==> config.mk <==
export PLATFORM = sky130hd
export DESIGN_NAME = sorted_table_insert_delete_core
export DESIGN_NICKNAME = d
export VERILOG_FILES = /design/src/sv/stid_pkg.sv /design/src/sv/stid_cell.sv /design/src/sv/sorted_table_insert_delete_core.sv
export SDC_FILE = /design/constraint.sdc
export NUM_CORES = 2
export LEC_CHECK = 0
export CAP_MARGIN = 20
export CORE_ASPECT_RATIO = 1.25
export CORE_UTILIZATION = 55
export CTS_BUF_LIST = sky130_fd_sc_hd__clkbuf_16
export DETAILED_ROUTE_END_ITERATION = 6
export DONT_BUFFER_PORTS = 1
export PLACE_DENSITY_LB_ADDON = 0.15
export SLEW_MARGIN = 20
export SYNTH_ARGS = -nofsm -noshare
export SYNTH_HDL_FRONTEND = slang
export SYNTH_SLANG_ARGS = --single-unit
export TNS_END_PERCENT = 20
==> constraint.sdc <==
create_clock -name clk -period 17.2 [get_ports clk]
set_input_delay 3.44 -clock clk [delete_from_list [all_inputs] [get_ports clk]]
set_output_delay 3.44 -clock clk [all_outputs]
set_load 0.05 [all_outputs]
==> src/sv/stid_pkg.sv <==
// Shared types and constants for the sorted table insert/delete core.
package stid_pkg;

  localparam int DEPTH_DEF = 16;
  localparam int VAL_W     = 32;

  typedef enum logic [1:0] {
    CMD_INSERT  = 2'd0,
    CMD_REM_IDX = 2'd1,
    CMD_REM_VAL = 2'd2
  } cmd_t;

  typedef enum logic [1:0] {
    ST_DONE         = 2'd0,
    ST_DROP_LARGEST = 2'd1,
    ST_DROP_NEW     = 2'd2,
    ST_MISS         = 2'd3
  } status_t;

  typedef struct packed {
    logic                    ins_en;
    logic                    rm_en;
    logic                    rm_by_idx;
    logic signed [VAL_W-1:0] value;
  } cell_ctl_t;

endpackage

==> src/sv/stid_cell.sv <==
// One table slot: holds an entry and its valid bit, shifts with its neighbors.
module stid_cell #(
  parameter int IDX_W = 4,
  parameter int POS   = 0
) (
  input  logic                             clk,
  input  logic                             rst_n,
  input  stid_pkg::cell_ctl_t              ctl,
  input  logic [IDX_W-1:0]                 rm_index,
  input  logic signed [stid_pkg::VAL_W-1:0] prev_entry,
  input  logic                             prev_valid,
  input  logic                             prev_gt,
  input  logic signed [stid_pkg::VAL_W-1:0] next_entry,
  input  logic                             next_valid,
  output logic signed [stid_pkg::VAL_W-1:0] entry,
  output logic                             valid,
  output logic                             gt,
  output logic                             match,
  output logic signed [stid_pkg::VAL_W-1:0] entry_nxt,
  output logic                             valid_nxt
);

  logic signed [stid_pkg::VAL_W-1:0] entry_r;
  logic                              valid_r;
  logic                              ge;
  logic                              shift_dn;

  assign entry = entry_r;
  assign valid = valid_r;
  assign gt    = valid_r && (entry_r > ctl.value);
  assign ge    = valid_r && (entry_r >= ctl.value);
  assign match = valid_r && (entry_r == ctl.value);

  assign shift_dn = ctl.rm_by_idx ? (IDX_W'(POS) >= rm_index) : ge;

  always_comb begin
    entry_nxt = entry_r;
    valid_nxt = valid_r;
    if (ctl.ins_en) begin
      if (prev_gt) begin
        entry_nxt = prev_entry;
      end else if (gt || !valid_r) begin
        entry_nxt = ctl.value;
      end
      valid_nxt = valid_r | prev_valid;
    end else if (ctl.rm_en && shift_dn) begin
      entry_nxt = next_entry;
      valid_nxt = next_valid;
    end
  end

  always_ff @(posedge clk) begin
    if (!rst_n) begin
      valid_r <= 1'b0;
    end else begin
      valid_r <= valid_nxt;
    end
    entry_r <= entry_nxt;
  end

endmodule

==> src/sv/sorted_table_insert_delete_core.sv <==
// Top level of the sorted table insert/delete core: command decode and cell chain.
//
// Keeps up to DEPTH signed 32-bit entries in ascending order in a row of cells.
// Input channel: a request is taken at a rising edge with start high and busy
// low. in_command selects insert (after equal entries), remove at in_index, or
// remove the first entry equal to in_value.
// Every cell compares its entry with the broadcast value and takes its own,
// its lower or its upper neighbor's entry, or the new value, in the same cycle,
// so each request is finished at the edge that takes it. busy stays low: a new
// request can be taken every cycle.
// Result channel: exactly one result per request, shown with out_valid high for
// one cycle, the cycle after the request edge. out_status gives done, largest
// dropped, new value dropped or miss; out_count the occupancy afterwards;
// out_smallest the entry at position zero, or zero on an empty table.
// The receiver cannot stall; results are never held.
// Reset (rst_n low, synchronous) empties the table and drops any pending
// result; entry contents are not cleared, only valid bits.
module sorted_table_insert_delete_core #(
  parameter int DEPTH = stid_pkg::DEPTH_DEF,
  parameter int IDX_W = $clog2(DEPTH),
  parameter int CNT_W = $clog2(DEPTH + 1)
) (
  input  logic                             clk,
  input  logic                             rst_n,
  input  logic                             start,
  output logic                             busy,
  input  logic [1:0]                       in_command,
  input  logic signed [stid_pkg::VAL_W-1:0] in_value,
  input  logic [IDX_W-1:0]                 in_index,
  output logic                             out_valid,
  output logic [1:0]                       out_status,
  output logic [CNT_W-1:0]                 out_count,
  output logic signed [stid_pkg::VAL_W-1:0] out_smallest
);

  logic signed [stid_pkg::VAL_W-1:0] entry   [DEPTH];
  logic signed [stid_pkg::VAL_W-1:0] e_nxt   [DEPTH];
  logic [DEPTH-1:0]                  valid;
  logic [DEPTH-1:0]                  v_nxt;
  logic [DEPTH-1:0]                  gt;
  logic [DEPTH-1:0]                  match;

  stid_pkg::cell_ctl_t ctl;
  stid_pkg::status_t   status_nxt;
  logic                accept;
  logic                full;
  logic                any_gt;
  logic                found;
  logic [CNT_W-1:0]    count_r;
  logic [CNT_W-1:0]    count_nxt;
  logic                out_valid_r;
  logic [1:0]          out_status_r;
  logic signed [stid_pkg::VAL_W-1:0] out_smallest_r;

  assign busy   = 1'b0;
  assign accept = start && !busy;
  assign full   = valid[DEPTH-1];
  assign any_gt = |gt;
  assign found  = |match;

  always_comb begin
    ctl        = '0;
    ctl.value  = in_value;
    status_nxt = stid_pkg::ST_MISS;
    count_nxt  = count_r;
    case (in_command)
      stid_pkg::CMD_INSERT: begin
        if (full && !any_gt) begin
          status_nxt = stid_pkg::ST_DROP_NEW;
        end else begin
          ctl.ins_en = accept;
          if (full) begin
            status_nxt = stid_pkg::ST_DROP_LARGEST;
          end else begin
            status_nxt = stid_pkg::ST_DONE;
            count_nxt  = count_r + CNT_W'(1);
          end
        end
      end
      stid_pkg::CMD_REM_IDX: begin
        ctl.rm_by_idx = 1'b1;
        if (valid[in_index]) begin
          ctl.rm_en  = accept;
          status_nxt = stid_pkg::ST_DONE;
          count_nxt  = count_r - CNT_W'(1);
        end
      end
      stid_pkg::CMD_REM_VAL: begin
        if (found) begin
          ctl.rm_en  = accept;
          status_nxt = stid_pkg::ST_DONE;
          count_nxt  = count_r - CNT_W'(1);
        end
      end
      default: begin
        status_nxt = stid_pkg::ST_MISS;
      end
    endcase
  end

  for (genvar i = 0; i < DEPTH; i++) begin : g_cell
    logic signed [stid_pkg::VAL_W-1:0] p_entry;
    logic                              p_valid;
    logic                              p_gt;
    logic signed [stid_pkg::VAL_W-1:0] n_entry;
    logic                              n_valid;

    if (i == 0) begin : g_first
      assign p_entry = '0;
      assign p_valid = 1'b1;
      assign p_gt    = 1'b0;
    end else begin : g_mid
      assign p_entry = entry[i-1];
      assign p_valid = valid[i-1];
      assign p_gt    = gt[i-1];
    end

    if (i == DEPTH - 1) begin : g_last
      assign n_entry = '0;
      assign n_valid = 1'b0;
    end else begin : g_up
      assign n_entry = entry[i+1];
      assign n_valid = valid[i+1];
    end

    stid_cell #(
      .IDX_W(IDX_W),
      .POS  (i)
    ) u_cell (
      .clk       (clk),
      .rst_n     (rst_n),
      .ctl       (ctl),
      .rm_index  (in_index),
      .prev_entry(p_entry),
      .prev_valid(p_valid),
      .prev_gt   (p_gt),
      .next_entry(n_entry),
      .next_valid(n_valid),
      .entry     (entry[i]),
      .valid     (valid[i]),
      .gt        (gt[i]),
      .match     (match[i]),
      .entry_nxt (e_nxt[i]),
      .valid_nxt (v_nxt[i])
    );
  end

  always_ff @(posedge clk) begin
    if (!rst_n) begin
      count_r     <= '0;
      out_valid_r <= 1'b0;
    end else begin
      out_valid_r <= accept;
      if (accept) begin
        count_r <= count_nxt;
      end
    end
    if (accept) begin
      out_status_r   <= status_nxt;
      out_smallest_r <= v_nxt[0] ? e_nxt[0] : '0;
    end
  end

  assign out_valid    = out_valid_r;
  assign out_status   = out_status_r;
  assign out_count    = count_r;
  assign out_smallest = out_smallest_r;

endmodule

==> summary.txt <==
Status
  • Run status: complete, no violations

Drt
  • DRT iter0 DRCs: 3456
  • DR vias: 33052
  • Routed len/inst: 26.30 um
  • ANT nets after route: 0
  • Via density: 6.554
  • WL final: 132.7 mm
  • Detailed-route DRC error count: 0
  • 1st-pass router iterations: 5

Setup path
  • Crit-path max cell delay: 0.88 ns
  • CP Capture Type: register
  • Critical path type: input port to register
  • CP max-delay cell: buf_4
  • Crit path DAT: 10.41 ns
  • Worst R2R Start: g_cell[3].u_cell.entry[31]
  • CP Max Fanout: 88
  • Cell breakdown of the critical path: inv_1 -> ha_1 -> nand4_1 -> nor4_1 -> nand2_1 -> a211oi_1 -> nor3_1 -> mux2_2 -> buf_4 -> nor4_2 -> nand4_1 -> nand2_4 -> buf_4 -> buf_4 -> mux2_2 -> o211a_1
  • R2R Setup Slk: 10.21 ns
  • CP most frequent cell: buf_4
  • Critical path data required time: 17.76 ns
  • R2R Path End: g_cell[14].u_cell.valid
  • Crit path launch type: input port
  • Worst reg2reg path depth: 15

Logic synthesis
  • Synth cell types: 79
  • Most used DFF post-synth: edfxtp_1
  • Syn_nets: 4698
  • Syn avg cell area: 9.762 um^2
  • Seq/Total Area, Yosys: 40.90%
  • Ys async rst share: 0%
  • Post-synth EDFFs: 514
  • Mapped Area: 40380 um^2
  • FF+latch count, synth: 568
  • Syn Inst Count: 4137
  • Syn. warnings: 0

Final layout
  • Non-filler cells, final: 5043
  • Area growth from synthesis to layout: 8.056%
  • Nets@finish: 4599
  • Final core occ: 60.28%
  • Fraction of layout instances using a drive strength above 1: 6.137%

Clock network
  • Htree depth: 2
  • Hold Buf Count CTS: 0
  • Post-CTS sizing: 0
  • CTS tree: yes
  • CTS Sinks: 568
  • Clk slew on worst S/H paths: 0.07 ns
  • Clk root buf: clkbuf_16
  • Number of post-CTS setup repair buffers: 0
  • Clock tree buffer depth: 3
  • Clk_lat worst skew: 0.67 ns
  • CTS buffer count: 61

STA
  • Relative slew slack: 24.34%
  • Hold slack: 0.5188 ns
  • Layout Skew: 0.02883 ns
  • Final worst path period need: 9.854 ns
  • Worst-margin pin slew: 1.135 ns
  • Hold Fails Final Rpt: 0
  • Peak Freq: 101.5 MHz
  • Slew Limit Fails: 0
  • RSZ-0062 raised after global routing: no
  • Final period utilization: 57.29%
  • Final setup viols: 0
  • Setup TNS: 0 ns

Floorplanning
  • Core Region: 72390 um^2
  • Std cell rows: 110
  • Die area: 74520 um^2
  • Chip Height: 305.0 um
  • Starting Density: 55.78%
  • Die extent in x: 244.4 um
  • I/O pin cnt: 82

Global route
  • Antenna violations before repair: 5
  • Largest net degree at the start of global routing: 262
  • GRT Resource Usage Total: 35.14%
  • Vias in the first global route: 32212
  • First-pass GRT wire length: 199.3 mm
  • Overflow left after global routing: 0

Min path
  • Hold path startpoint: g_cell[0].u_cell.entry[24]
  • Hold Crit Depth: 2
  • Hold endpoint: g_cell[0].u_cell.entry[24]
  • HP Class: register to register

Power and ir drop
  • PD cells: 86.80 nW/um^2
  • Overall Power: 3.787 mW
  • Cell leakage power: 17.43 nW
  • Max IR drop VDD: 0.0001049 V

Placement
  • # placed instances: 4925
  • Routability cong.: 1.030
  • I/O Buffers: 0
  • Post-DP HPWL: 96.76 mm

Run
  • Max Cap Viol: 0
-- placed cells by master (no fill, tap or decap), types with 8 or more instances in the layout --
| master | count |
|---|---|
| and4_1 | 26 |
| clkbuf_16 | 61 |
| a221o_1 | 8 |
| and3_1 | 14 |
| nor2_1 | 210 |
| nand3_1 | 72 |
| o21ai_1 | 113 |
| buf_4 | 68 |
| a21o_1 | 40 |
| nand2_1 | 591 |
| nor2b_1 | 22 |
| bufinv_16 | 18 |
| nor3_1 | 27 |
| clkinv_1 | 9 |
| nand2b_1 | 20 |
| a211oi_1 | 32 |
| o211ai_1 | 23 |
| o21ai_4 | 11 |
| clkinv_2 | 15 |
| edfxtp_1 | 514 |
| o22ai_1 | 36 |
| dfxtp_1 | 54 |
| a211oi_2 | 28 |
| ha_1 | 519 |
| a21oi_1 | 373 |
| xnor2_1 | 11 |
| inv_1 | 113 |
| o21ai_0 | 415 |
| a21boi_0 | 13 |
| nand4_1 | 87 |
| mux2i_1 | 360 |
| a31oi_1 | 12 |
| nor4_1 | 24 |
-- critical path: cells and delay by family --
kind | cells | cell delay [ns]
compound gates | 2 | 0.55
fa+ha+maj | 1 | 0.30
buf+inv | 4 | 2.54
mux | 2 | 0.70
simple gates | 7 | 2.74
-- worst max path at each step --
stage | slack (ns) | endpoint | start | cells after the start
after CTS | 7.34 | g_cell[14].u_cell.valid | in_value[5] | 15
final | 7.35 | g_cell[14].u_cell.valid | in_value[23] | 16
after detailed placement | 6.66 | g_cell[14].u_cell.valid | in_value[5] | 15
after global placement | 6.67 | g_cell[14].u_cell.valid | in_value[5] | 15
after global routing | 6.93 | g_cell[14].u_cell.valid | in_value[23] | 16
after floorplan | 7.75 | g_cell[3].u_cell.entry[0] | in_value[14] | 14
-- where the power goes --
| group | internal, mW | switching [mW] |
|---|---|---|
| Sequential | 1.59 | 0.0979 |
| Combinational | 0.205 | 0.347 |
| Clock | 0.919 | 0.627 |
-- routing by layer --
layer,up-vias,track usage (%),part of all wire [%]
li1,15323,-,-
met1,16062,44.32,40
met2,1311,58.85,48
met3,352,6.525,7.6
met4,4,14.74,4.6
met5,-,0,0.020
-- synthesized netlist by cell type (40+ instances only) --
cell      number  area (um^2)
nand2_1      593         2226
ha_1         519         6494
edfxtp_1     514        15430
o21ai_0      426         2132
a21oi_1      373         1867
mux2i_1      367         3674
nor2_1       211        792.0
clkbuf_1     162        608.1
o21ai_1      113        565.5
inv_1        110        412.9
nand4_1       87        544.3
nand3_1       72        360.4
dfxtp_1       54         1081
buf_4         42        315.3
a21o_1        40        300.3
-- flip-flops by register name, indices dropped and copies added, names as in the netlist --
name and flops:
out_status 2, out_valid 1, g_cell.u_cell.entry 512, out_count 5, g_cell.u_cell.valid 16, out_smallest 32
-- stage by stage --
stage                     worst slack (ns)  instance area (um^2)
after floorplan                      7.753                 40380
after global placement               6.672                 41260
after detailed placement             6.658                 41280
after CTS                            7.337                 43560
after global routing                 6.927                 43630
final                                7.346                 43640
-- logic make-up (layout without fill, tap and decap cells) --
logic type	after synthesis	after routing	share of synthesized area, %
AND/OR/NAND/NOR	1127	1127	12.49
flip-flops	568	568	40.90
other	1	2	0.009286
adder cells (fa/ha/maj)	520	520	16.13
buffers and inverters	347	300	3.798
AO/OA/AOI/OAI	1184	1184	16.92
multiplexers	375	375	9.431
XOR/XNOR	15	15	0.3253
-- area by class of cell --
cell class,count,area (um^2)
Clock buffer,61,1526
Clock inverter,54,754.5
Multi-Input combinational cell,3222,22600
Sequential cell,568,16520
Tap cell,952,1191
Fill cell,6388,28760
Timing Repair Buffer,73,624.3
Inverter,112,420.4
Antenna cell,1,2.502
No activity file was read; power rests on OpenSTA's default activity.
